$ cat config.mk
export PLATFORM = sky130hd
export DESIGN_NAME = sum_variance_stddev
export DESIGN_NICKNAME = d
export VERILOG_FILES = /design/src/rtl/svs_pkg.sv /design/src/rtl/sum_variance_stddev.sv /design/src/rtl/svs_addsub.sv /design/src/rtl/svs_accum.sv /design/src/rtl/svs_calc.sv
export SDC_FILE = /design/constraint.sdc
export NUM_CORES = 2
export LEC_CHECK = 0
export BUFFER_PORTS_ARGS = -buffer_cell sky130_fd_sc_hd__buf_2
export CORE_MARGIN = 3
export CORE_UTILIZATION = 30
export DETAILED_ROUTE_END_ITERATION = 6
export SLEW_MARGIN = 20
export SYNTH_ARGS = -nofsm -noshare
export SYNTH_HDL_FRONTEND = slang
export SYNTH_SLANG_ARGS = --single-unit
$ cat constraint.sdc
create_clock -name clock -period 19.9 [get_ports clock]
set_input_delay 3.98 -clock clock [delete_from_list [all_inputs] [get_ports clock]]
set_output_delay 3.98 -clock clock [all_outputs]
set_load 0.01 [all_outputs]
$ cat src/rtl/svs_pkg.sv
// Shared types and fixed field widths for the variance / standard deviation block.
package svs_pkg;

   localparam int SAMPLE_W   = 16;
   localparam int COUNT_W    = 11;
   localparam int TOTAL_W    = 26;
   localparam int VAR_W      = 38;
   localparam int SD_W       = 23;
   localparam int FRAC_BITS  = 8;
   localparam int RSP_DATA_W = 104;

   typedef enum logic [2:0] {
      CALC_IDLE,
      CALC_MUL_NQ,
      CALC_MUL_SS,
      CALC_SUB,
      CALC_MUL_NN,
      CALC_DIV,
      CALC_SQRT,
      CALC_DONE
   } calc_state_type;

endpackage

$ cat src/rtl/sum_variance_stddev.sv
// A sample that does not close a set is absorbed into the running sums; ready stays high.
// A closing sample starts the sequencer: multiplies, subtraction, division and square root
// run on the shared add/subtract unit until the result enters the output register.
// Throughput: one sample per cycle inside a set; the sequencer holds req_tready low while
// it works after each set, and longer while the output register is still full.
// Synchronous active-high reset clears the running sums, the sequencer and the output valid.
module sum_variance_stddev import svs_pkg::*; #(
   parameter int MAX_SAMPLES = 1024,
   parameter int SAMPLE_BITS = 16
) (
   input  logic                  clock,
   input  logic                  reset,
   // input stream
   input  logic                  req_tvalid,
   output logic                  req_tready,
   input  logic [SAMPLE_W-1:0]   req_tdata,   // [15:0] sample
   input  logic                  req_tlast,   // last sample of the set
   // result stream
   output logic                  rsp_tvalid,
   input  logic                  rsp_tready,
   output logic [RSP_DATA_W-1:0] rsp_tdata    // [10:0] sample_count, [36:11] total,
                                              // [74:37] spread_squared, [97:75] spread,
                                              // [103:98] zero
);

   // Only the low SAMPLE_BITS of a sample count; the port carries at most 16.
   localparam int USED_W = (SAMPLE_BITS < SAMPLE_W) ? SAMPLE_BITS : SAMPLE_W;
   localparam int CNT_W  = $clog2(MAX_SAMPLES + 1);
   localparam int SUM_W  = USED_W + CNT_W;
   localparam int SQ_W   = 2 * USED_W + CNT_W;
   localparam int Q_W    = SQ_W + CNT_W + 2 * FRAC_BITS;
   localparam int R_W    = (Q_W + 1) / 2;

   logic             take;
   logic             close;
   logic [CNT_W-1:0] set_count;
   logic [SUM_W-1:0] set_sum;
   logic [SQ_W-1:0]  set_sq;

   logic             calc_idle, calc_done, out_ack;
   logic [CNT_W-1:0] n_res;
   logic [SUM_W-1:0] sum_res;
   logic [Q_W-1:0]   var_res;   // variance with 16 fractional bits
   logic [R_W-1:0]   sd_res;    // root of that: 8 fractional bits

   logic                  rsp_valid_ff, rsp_valid_in;
   logic [RSP_DATA_W-1:0] rsp_data_ff, rsp_data_in;

   // Accept samples only while the sequencer is free.
   assign req_tready = calc_idle;
   assign take       = req_tvalid & req_tready;

   svs_accum #(
      .MAX_SAMPLES (MAX_SAMPLES),
      .USED_W      (USED_W),
      .CNT_W       (CNT_W),
      .SUM_W       (SUM_W),
      .SQ_W        (SQ_W)
   ) u_accum (
      .clock     (clock),
      .reset     (reset),
      .take      (take),
      .sample    (req_tdata),
      .last      (req_tlast),
      .close     (close),
      .set_count (set_count),
      .set_sum   (set_sum),
      .set_sq    (set_sq)
   );

   svs_calc #(
      .CNT_W (CNT_W),
      .SUM_W (SUM_W),
      .SQ_W  (SQ_W)
   ) u_calc (
      .clock     (clock),
      .reset     (reset),
      .start     (close),
      .set_count (set_count),
      .set_sum   (set_sum),
      .set_sq    (set_sq),
      .ack       (out_ack),
      .idle      (calc_idle),
      .done      (calc_done),
      .n_out     (n_res),
      .sum_out   (sum_res),
      .var_out   (var_res),
      .sd_out    (sd_res)
   );

   // Output register frees up when empty or when the downstream takes the transaction.
   assign out_ack = ~rsp_valid_ff | rsp_tready;

   always_comb begin
      rsp_valid_in = rsp_valid_ff;
      rsp_data_in  = rsp_data_ff;
      if (rsp_valid_ff && rsp_tready) begin
         rsp_valid_in = 1'b0;
      end
      if (calc_done && out_ack) begin
         rsp_valid_in = 1'b1;
         // drop 8 of the 16 fractional variance bits: floor(floor(x*2^16)/2^8) = floor(x*2^8)
         rsp_data_in  = RSP_DATA_W'({SD_W'(sd_res),
                                     VAR_W'(var_res >> FRAC_BITS),
                                     TOTAL_W'(sum_res),
                                     COUNT_W'(n_res)});
      end
   end

   always_ff @(posedge clock) begin
      if (reset) begin
         rsp_valid_ff <= 1'b0;
      end else begin
         rsp_valid_ff <= rsp_valid_in;
      end
   end

   always_ff @(posedge clock) begin
      rsp_data_ff <= rsp_data_in;
   end

   assign rsp_tvalid = rsp_valid_ff;
   assign rsp_tdata  = rsp_data_ff;

endmodule

$ cat src/rtl/svs_addsub.sv
// Shared adder/subtractor with borrow flag, reused by every step of the sequencer.
module svs_addsub import svs_pkg::*; #(
   parameter int W = 54
) (
   input  logic [W-1:0] a,
   input  logic [W-1:0] b,
   input  logic         sub,
   output logic [W-1:0] y,
   output logic         borrow
);

   logic [W:0] diff;
   logic [W:0] total;

   assign diff   = {1'b0, a} - {1'b0, b};
   assign total  = {1'b0, a} + {1'b0, b};
   assign y      = sub ? diff[W-1:0] : total[W-1:0];
   assign borrow = sub & diff[W];

endmodule

$ cat src/rtl/svs_accum.sv
// Running count, sum and sum of squares; flags the sample that closes a set.
module svs_accum import svs_pkg::*; #(
   parameter int MAX_SAMPLES = 1024,
   parameter int USED_W      = 16,
   parameter int CNT_W       = 11,
   parameter int SUM_W       = 26,
   parameter int SQ_W        = 43
) (
   input  logic                clock,
   input  logic                reset,
   input  logic                take,
   input  logic [SAMPLE_W-1:0] sample,
   input  logic                last,
   output logic                close,
   output logic [CNT_W-1:0]    set_count,
   output logic [SUM_W-1:0]    set_sum,
   output logic [SQ_W-1:0]     set_sq
);

   logic [CNT_W-1:0]    count_ff, count_in;
   logic [SUM_W-1:0]    sum_ff, sum_in;
   logic [SQ_W-1:0]     sq_ff, sq_in;
   logic [USED_W-1:0]   s;
   logic [2*USED_W-1:0] s_sq;

   assign s    = sample[USED_W-1:0];
   assign s_sq = s * s;

   always_comb begin
      count_in = count_ff + CNT_W'(1);
      sum_in   = sum_ff + SUM_W'(s);
      sq_in    = sq_ff + SQ_W'(s_sq);
   end

   assign close     = take & (last | (count_in == CNT_W'(MAX_SAMPLES)));
   assign set_count = count_in;
   assign set_sum   = sum_in;
   assign set_sq    = sq_in;

   always_ff @(posedge clock) begin
      if (reset) begin
         count_ff <= '0;
         sum_ff   <= '0;
         sq_ff    <= '0;
      end else if (take) begin
         // clear on a closing sample so the next set starts from zero
         count_ff <= close ? '0 : count_in;
         sum_ff   <= close ? '0 : sum_in;
         sq_ff    <= close ? '0 : sq_in;
      end
   end

endmodule

$ cat src/rtl/svs_calc.sv
// Sequencer for the closing arithmetic: shift-add multiplies, long division, square root.
module svs_calc import svs_pkg::*; #(
   parameter int CNT_W = 11,
   parameter int SUM_W = 26,
   parameter int SQ_W  = 43
) (
   input  logic             clock,
   input  logic             reset,
   input  logic             start,
   input  logic [CNT_W-1:0] set_count,
   input  logic [SUM_W-1:0] set_sum,
   input  logic [SQ_W-1:0]  set_sq,
   input  logic             ack,
   output logic             idle,
   output logic             done,
   output logic [CNT_W-1:0] n_out,
   output logic [SUM_W-1:0] sum_out,
   output logic [SQ_W+CNT_W+2*FRAC_BITS-1:0] var_out,
   output logic [(SQ_W+CNT_W+2*FRAC_BITS+1)/2-1:0] sd_out
);

   localparam int D_W    = SQ_W + CNT_W;
   localparam int NN_W   = 2 * CNT_W;
   localparam int Q_W    = D_W + 2 * FRAC_BITS;
   localparam int R_W    = (Q_W + 1) / 2;
   localparam int XS_W   = 2 * R_W;
   localparam int UNIT_A = (D_W > NN_W + 1) ? D_W : NN_W + 1;
   localparam int UNIT_W = (UNIT_A > R_W + 3) ? UNIT_A : R_W + 3;
   localparam int CW     = $clog2(Q_W);

   calc_state_type state_ff, state_in;

   logic [CNT_W-1:0]  n_ff, n_in;
   logic [SUM_W-1:0]  sum_ff, sum_in;
   logic [SQ_W-1:0]   sq_ff, sq_in;
   logic [D_W-1:0]    acc_ff, acc_in;
   logic [D_W-1:0]    nsq_ff, nsq_in;
   logic [NN_W-1:0]   nn_ff, nn_in;
   logic [SUM_W-1:0]  my_ff, my_in;
   logic [CW-1:0]     cnt_ff, cnt_in;
   logic [UNIT_W-1:0] rem_ff, rem_in;
   logic [Q_W-1:0]    dq_ff, dq_in;
   logic [XS_W-1:0]   xs_ff, xs_in;
   logic [R_W-1:0]    root_ff, root_in;

   logic [UNIT_W-1:0] op_a, op_b, unit_y;
   logic              op_sub, borrow;
   logic [UNIT_W-1:0] mul_x;
   logic [UNIT_W-1:0] div_shift, sqrt_shift;
   logic              last_step;

   svs_addsub #(.W(UNIT_W)) u_addsub (
      .a      (op_a),
      .b      (op_b),
      .sub    (op_sub),
      .y      (unit_y),
      .borrow (borrow)
   );

   assign last_step  = (cnt_ff == '0);
   assign div_shift  = {rem_ff[UNIT_W-2:0], dq_ff[Q_W-1]};
   assign sqrt_shift = {rem_ff[UNIT_W-3:0], xs_ff[XS_W-1 -: 2]};

   always_comb begin
      state_in = state_ff;
      n_in     = n_ff;
      sum_in   = sum_ff;
      sq_in    = sq_ff;
      acc_in   = acc_ff;
      nsq_in   = nsq_ff;
      nn_in    = nn_ff;
      my_in    = my_ff;
      cnt_in   = cnt_ff;
      rem_in   = rem_ff;
      dq_in    = dq_ff;
      xs_in    = xs_ff;
      root_in  = root_ff;
      op_a     = '0;
      op_b     = '0;
      op_sub   = 1'b0;

      unique case (state_ff)
         CALC_MUL_NQ: mul_x = UNIT_W'(sq_ff);
         CALC_MUL_NN: mul_x = UNIT_W'(n_ff);
         default:     mul_x = UNIT_W'(sum_ff);
      endcase

      unique case (state_ff)
         CALC_IDLE: begin
            if (start) begin
               n_in     = set_count;
               sum_in   = set_sum;
               sq_in    = set_sq;
               acc_in   = '0;
               my_in    = {set_count, {(SUM_W-CNT_W){1'b0}}};
               cnt_in   = CW'(CNT_W - 1);
               state_in = CALC_MUL_NQ;
            end
         end
         CALC_MUL_NQ, CALC_MUL_SS, CALC_MUL_NN: begin
            // MSB-first shift-add: acc = 2*acc + bit*x
            op_a   = UNIT_W'({acc_ff, 1'b0});
            op_b   = my_ff[SUM_W-1] ? mul_x : '0;
            acc_in = D_W'(unit_y);
            my_in  = {my_ff[SUM_W-2:0], 1'b0};
            cnt_in = cnt_ff - CW'(1);
            if (last_step) begin
               priority if (state_ff == CALC_MUL_NQ) begin
                  nsq_in   = D_W'(unit_y);
                  acc_in   = '0;
                  my_in    = sum_ff;
                  cnt_in   = CW'(SUM_W - 1);
                  state_in = CALC_MUL_SS;
               end else if (state_ff == CALC_MUL_SS) begin
                  state_in = CALC_SUB;
               end else begin
                  nn_in    = NN_W'(unit_y);
                  rem_in   = '0;
                  cnt_in   = CW'(Q_W - 1);
                  state_in = CALC_DIV;
               end
            end
         end
         CALC_SUB: begin
            // n*sumsq - sum^2, scaled by 2^16 for the division
            op_a     = UNIT_W'(nsq_ff);
            op_b     = UNIT_W'(acc_ff);
            op_sub   = 1'b1;
            dq_in    = {D_W'(unit_y), {(2*FRAC_BITS){1'b0}}};
            acc_in   = '0;
            my_in    = {n_ff, {(SUM_W-CNT_W){1'b0}}};
            cnt_in   = CW'(CNT_W - 1);
            state_in = CALC_MUL_NN;
         end
         CALC_DIV: begin
            // restoring division; quotient bits shift in where dividend bits leave
            op_a   = div_shift;
            op_b   = UNIT_W'(nn_ff);
            op_sub = 1'b1;
            rem_in = borrow ? div_shift : unit_y;
            dq_in  = {dq_ff[Q_W-2:0], ~borrow};
            cnt_in = cnt_ff - CW'(1);
            if (last_step) begin
               xs_in    = XS_W'({dq_ff[Q_W-2:0], ~borrow});
               rem_in   = '0;
               root_in  = '0;
               cnt_in   = CW'(R_W - 1);
               state_in = CALC_SQRT;
            end
         end
         CALC_SQRT: begin
            // one root bit per step: trial = 4*root + 1
            op_a    = sqrt_shift;
            op_b    = UNIT_W'({root_ff, 2'b01});
            op_sub  = 1'b1;
            rem_in  = borrow ? sqrt_shift : unit_y;
            root_in = {root_ff[R_W-2:0], ~borrow};
            xs_in   = {xs_ff[XS_W-3:0], 2'b00};
            cnt_in  = cnt_ff - CW'(1);
            if (last_step) begin
               state_in = CALC_DONE;
            end
         end
         CALC_DONE: begin
            if (ack) begin
               state_in = CALC_IDLE;
            end
         end
      endcase
   end

   always_ff @(posedge clock) begin
      if (reset) begin
         state_ff <= CALC_IDLE;
      end else begin
         state_ff <= state_in;
      end
   end

   always_ff @(posedge clock) begin
      n_ff    <= n_in;
      sum_ff  <= sum_in;
      sq_ff   <= sq_in;
      acc_ff  <= acc_in;
      nsq_ff  <= nsq_in;
      nn_ff   <= nn_in;
      my_ff   <= my_in;
      cnt_ff  <= cnt_in;
      rem_ff  <= rem_in;
      dq_ff   <= dq_in;
      xs_ff   <= xs_in;
      root_ff <= root_in;
   end

   assign idle    = (state_ff == CALC_IDLE);
   assign done    = (state_ff == CALC_DONE);
   assign n_out   = n_ff;
   assign sum_out = sum_ff;
   assign var_out = dq_ff;
   assign sd_out  = root_ff;

`ifndef SYNTHESIS
   a_start_when_idle: assert property (@(posedge clock) disable iff (reset)
      start |-> state_ff == CALC_IDLE)
      else $error("set closed while calculation busy");

   a_diff_nonneg: assert property (@(posedge clock) disable iff (reset)
      state_ff == CALC_SUB |-> !borrow)
      else $error("n*sumsq - sum^2 went negative");

   a_divisor_nonzero: assert property (@(posedge clock) disable iff (reset)
      state_ff == CALC_DIV |-> nn_ff != '0)
      else $error("division by zero n^2");

   a_done_holds: assert property (@(posedge clock) disable iff (reset)
      state_ff == CALC_DONE && !ack |=> state_ff == CALC_DONE)
      else $error("result dropped before output register took it");
`endif

endmodule

# Word level (Yosys, flattened, before mapping)
# Index checks and enable logic that the tools add are counted.
[word_totals]
register_bits = 656
inputBits = 21
output_inout_bits = 106
elab_cells = 114
[classes]
add_sub_neg = 6
multipliers = 1
eq_ne = 15
n_mux = 45
bitwise = 9
reduce_logical = 20
[op_table]
columns = ["cell", "count"]
rows = [
  ["$pmux 54 s4", 2],
  ["$mux 53", 6],
  ["$pmux 70 s2", 2],
  ["$mux 54", 4],
  ["$pmux 54 s3", 1],
  ["$pmux 53 s3", 1],
  ["$mux 27", 4],
  ["$mux 43", 2],
  ["$pmux 43 s2", 1],
  ["$pmux 27 s3", 1],
  ["$mux 70", 1],
  ["$pmux 35 s2", 1],
  ["$sub 54x54->55", 1],
  ["$add 54x54->54", 1],
  ["$add 43x32->43", 1],
  ["$mux 35", 1],
  ["$mux 7", 5],
  ["$pmux 7 s5", 1],
  ["$mul 16x16->32", 1],
  ["$add 27x16->27", 1],
  ["$mux 3", 7],
  ["$pmux 3 s6", 1],
  ["$eq 3x3->1 const B", 4],
  ["$add 11x1->11 const B", 1],
  ["22 further kinds", 45],
]

# Longest topological paths before layout
[logic_depth]
depth_word = 9
depth_mapped = 26
depth_no_buf = 26

# Hierarchy
# Synthesis repeated with hierarchy kept, for this count alone.
[hier_totals]
hier_cells = 4304
area_unflattened_um2 = 44156.1
[by_module_without_submodules]
columns = ["module", "instances", "cells_each", "area_per_inst_um2", "seq_area_each_um2"]
rows = [
  ["svs_calc", 1, 1615, 21418.0, 14263.7],
  ["svs_accum", 1, 1541, 13162.6, 1621.6],
  ["svs_addsub", 1, 1037, 6522.5, 0.0],
  ["sum_variance_stddev", 1, 111, 3052.9, 2962.8],
]

# Least setup slack after synthesis
# OpenSTA, ideal clock, no wires.
[synth_path]
path_type = "input to register"
startpoint = "input req_tvalid"
endpoint = "register u_calc.acc_ff[0] (enable)"
setup_ps = 547
arrival_ps = 10002
slack_ps = 9351
path_stages = 9
n_path_buf = 1
path_cell_list = "nand2_1 -> nor4_1 -> nand3_1 -> or3_1 -> o21a_1 -> buf_4 -> inv_2 -> nor3_1 -> a21oi_1"
[synth_between]
elab_chain_cells = 4
[synth_rtl]
columns = ["item", "line", "source"]
rows = [
  ["start: declaration", "sum_variance_stddev.sv:14", "input logic req_tvalid,"],
  ["$and 1x1->1", "sum_variance_stddev.sv:51", "assign take = req_tvalid & req_tready;"],
  ["$and 1x1->1", "svs_accum.sv:35", "assign close = take & (last | (count_in == CNT_W'(MAX_SAMPLES)));"],
  ["$ne 2x1->1 (no source line)", "-", ""],
  ["$reduce_and 2->1 (no source line)", "-", ""],
  ["end signal: assignment", "svs_calc.sv:184", "acc_ff <= acc_in;"],
  ["end: declaration", "svs_calc.sv:36", "logic [D_W-1:0] acc_ff, acc_in;"],
]
# Every way passes these cells.
# A chain may end at the register's enable or synchronous reset.

# Final worst setup path
[layout_path]
startpoint = "input req_tdata[10]"
endpoint = "register u_calc.sq_ff[38], data pin"
[layout_between]
elab_chain_cells = 2
[layout_rtl]
columns = ["item", "line", "source"]
rows = [
  ["start: declaration", "sum_variance_stddev.sv:16", "input logic [SAMPLE_W-1:0] req_tdata,"],
  ["$mul 16x16->32", "svs_accum.sv:27", "assign s_sq = s * s;"],
  ["$add 43x32->43", "svs_accum.sv:32", "sq_in = sq_ff + SQ_W'(s_sq);"],
  ["net set_sq[38]", "sum_variance_stddev.sv:38", "logic [SQ_W-1:0] set_sq;"],
  ["end signal: assignment", "svs_calc.sv:183", "sq_ff <= sq_in;"],
  ["end: declaration", "svs_calc.sv:35", "logic [SQ_W-1:0] sq_ff, sq_in;"],
]
# The timed path passes the listed nets, and every way through them passes these cells.

==> metrics.txt <==
Synth Area per Inst between 9 and 10 um^2; GR Layer Usage met1 0.261; clock sinks 656; final setup violation count 0; Max-slew headroom 0.279; clock-pin slew on the worst setup and hold paths ~0.060 ns; CP startpoint req_tdata[10]; Synth top cells by count nand2_1 (678), edfxtp_1 (571), inv_1 (520); Period Utilization, post-route 0.522; CTS tree yes; Netlist cell types ~100; post-synth top area cell edfxtp_1; pwr dens between 100 and 150 mW/mm^2; global route overflow 0; Worst Skew 0.0281 ns; Crit Path Category in -> reg; vias in the first global route 32900; DP HPWL 98500 um; H-tree Lvls 3; Die Span Y about 390 um; Leak ~20 nW; synth top area cells edfxtp_1 (39%), fa_1 (8.9%), ha_1 (6.7%); FF-to-FF path depth 18; final hold vios 0; min-delay worst type reg -> reg; reg2reg start u_calc.state_ff[0]; FMAX a little under 0.1 GHz; status finished clean; GR peak layer met1; share of the synthesized area in the top cell type 0.393; post-DR wirelength/cell ~21 um; Chip Width 387 um; Area growth syn-to-layout 11.0%; Final #Nets slightly below 5000; worst skew pair latency 0.64 ns; startpoint types input port; Total Negative Setup Slacks 0 ns; hold buffer count at CTS 0; Initial Utilization 0.303; capturing point of the worst reg2reg path u_calc.rem_ff[44]; DP Area about 0.046 mm^2; cell with the most instances after synthesis nand2_1; peak supply drop approximately 0.18 mV; Post-Syn Area between 0.04 and 0.05 mm^2; r2r setup slk 12.19 ns; Setup Buffers After CTS 0; met3 Use GR 0.0303; area of the core roughly 0.14 mm^2; initial antenna violation count 4; design area roughly 0.048 mm^2; capture point of the worst path u_calc.sq_ff[38]; async set-reset flop share out of synthesis 0; register area share after synthesis 0.432; gr usage total 0.175; Tot Pwr between 5 and 6 mW; ys flop type edfxtp_1; first-pass GRT wire length 205000 um; maxcap violations 0; post-CTS sizing 0; Min-Delay Path Depth 0; Tightest Pin Transition between 1 and 1.5 ns; detailed-route wire length approximately 140000 um; Max clock buf depth 3; post-route ant nets 0; RSZ-0062 raised after global routing no; die area ~0.15 mm^2; worst path required time a little over 20 ns; # IOs 127; CTS Buf Count between 70 and 80; crit path capture type flop; GPL Wtd Cong between 0.9 and 1; min Tclk post-route approximately 10 ns; port buffer count 120; 1st-iter DRT viols between 3000 and 4000; Worst Path Arrival 10.75 ns; fraction of layout instances using a drive strength above 1 0.0801; CP Max Fanout 15; ANT cells 0; Yosys reg bits around 660; post-synthesis cell count between 4000 and 5000; Vias 34200; met2 GRT Util 0.260; pin count of the biggest net entering global routing 86; DR pass1 iterations 6; drt via density between 5 and 6; Post-synth EDFFs roughly 570; max-slew violations 0; CTS Root Buffer Type clkbuf_16; number of remaining DRC errors 0; Yosys Warn Count 0; num rows around 140; fillcell total approximately 15000
==> metrics by stage <==
stage               std cells  worst slack [ns]  utilization  hold slack [ns]
floorplan                4516              9.35            -            0.418
detailed placement       6331              8.88        0.320            0.433
global route             6459              9.22        0.337            0.473
finish                   6459              9.51        0.337            0.453
CTS                      6459              9.54        0.337            0.457
global placement         6331              8.92        0.320            0.434
==> state kept, by name, indices dropped and copies added, names as in the netlist <==
register,flops
rsp_tdata,98
u_calc.var_out,70
u_calc.xs_ff,70
u_calc.acc_ff,54
u_calc.nsq_ff,54
u_calc.rem_ff,53
u_accum.sq_ff,43
u_calc.sq_ff,43
u_calc.sd_out,35
u_accum.sum_ff,27
u_calc.my_ff,27
u_calc.sum_out,27
u_calc.nn_ff,22
u_accum.count_ff,11
u_calc.n_out,11
u_calc.cnt_ff,7
u_calc.state_ff,3
rsp_tvalid,1
==> per-layer routing <==
layer | part of all wire | routed length, um | up-vias
met3 | 0.079 | 10700 | 159
met1 | 0.47 | 63700 | 16900
met4 | 0.025 | 3330 | 0
met2 | 0.43 | 58000 | 1393
li1 | - | - | 15700
met5 | 0 | 0 | -
==> critical path, stage by stage <==
cell and delay, ns:
buf_2 0.33, inv_1 0.20, nor2_1 0.19, inv_1 0.07, fa_1 0.46, fa_1 0.57, fa_1 0.45, fa_1 0.55
inv_1 0.05, fa_1 0.47, inv_1 0.05, fa_1 0.47, inv_1 0.04, ha_1 0.34, a21o_1 0.20, a21oi_1 0.17
a2bb2oi_1 0.27, o31ai_4 0.14, a21oi_1 0.27, o21ai_1 0.18, a311oi_2 0.44, o21a_1 0.32, a21o_1 0.27, nor2_1 0.09
xor2_1 0.15
==> where the power goes <==
group	internal [mW]	total [mW]	switching, mW	leakage, nW
Combinational	0.992	2.57	1.57	12.9
Clock	0.823	1.39	0.569	1.18
Sequential	1.68	1.73	0.0500	5.89
==> cell families (layout without fill, tap and decap cells) <==
kind of cell,count (synthesis),in the layout,synth area share
adder cells (fa/ha/maj),429,429,0.156
other,1,6,0.0000859
AND/OR/NAND/NOR,1449,1449,0.150
multiplexers,16,16,0.00384
flip-flops,656,656,0.432
buffers and inverters,778,818,0.0696
AO/OA/AOI/OAI,1055,1055,0.163
XOR/XNOR,127,127,0.0255
==> layout make-up <==
class,count,area [um^2],share of cell area
Sequential cell,656,18900,0.389
Clock inverter,33,433,0.00893
Tap cell,1903,2380,0.0491
Timing Repair Buffer,166,946,0.0195
Inverter,524,1970,0.0406
Multi-Input combinational cell,3082,21900,0.452
Clock buffer,95,1980,0.0409
==> placed cells by master, fill, tap and decap left out, drive strengths merged, types with 94 or more instances in the layout <==
| cell type | n |
|---|---|
| inv | 528 |
| fa | 194 |
| nand2 | 680 |
| xnor2 | 94 |
| buf | 166 |
| clkbuf | 95 |
| nand3 | 140 |
| a22oi | 99 |
| a21oi | 276 |
| edfxtp | 571 |
| ha | 235 |
| o21ai | 218 |
| nor2 | 273 |
==> worst min path at each step <==
stage                                 start           endpoint  slack, ns
after floorplan            u_calc.sd_out[0]      rsp_tdata[75]       0.42
after global routing      u_accum.sum_ff[5]  u_accum.sum_ff[5]       0.47
final                      u_calc.sd_out[1]      rsp_tdata[76]       0.45
after CTS                  u_calc.sd_out[1]      rsp_tdata[76]       0.46
after global placement     u_calc.sd_out[4]      rsp_tdata[79]       0.43
after detailed placement   u_calc.sd_out[1]      rsp_tdata[76]       0.43
Note: power is estimated with default switching activity, not from simulation.
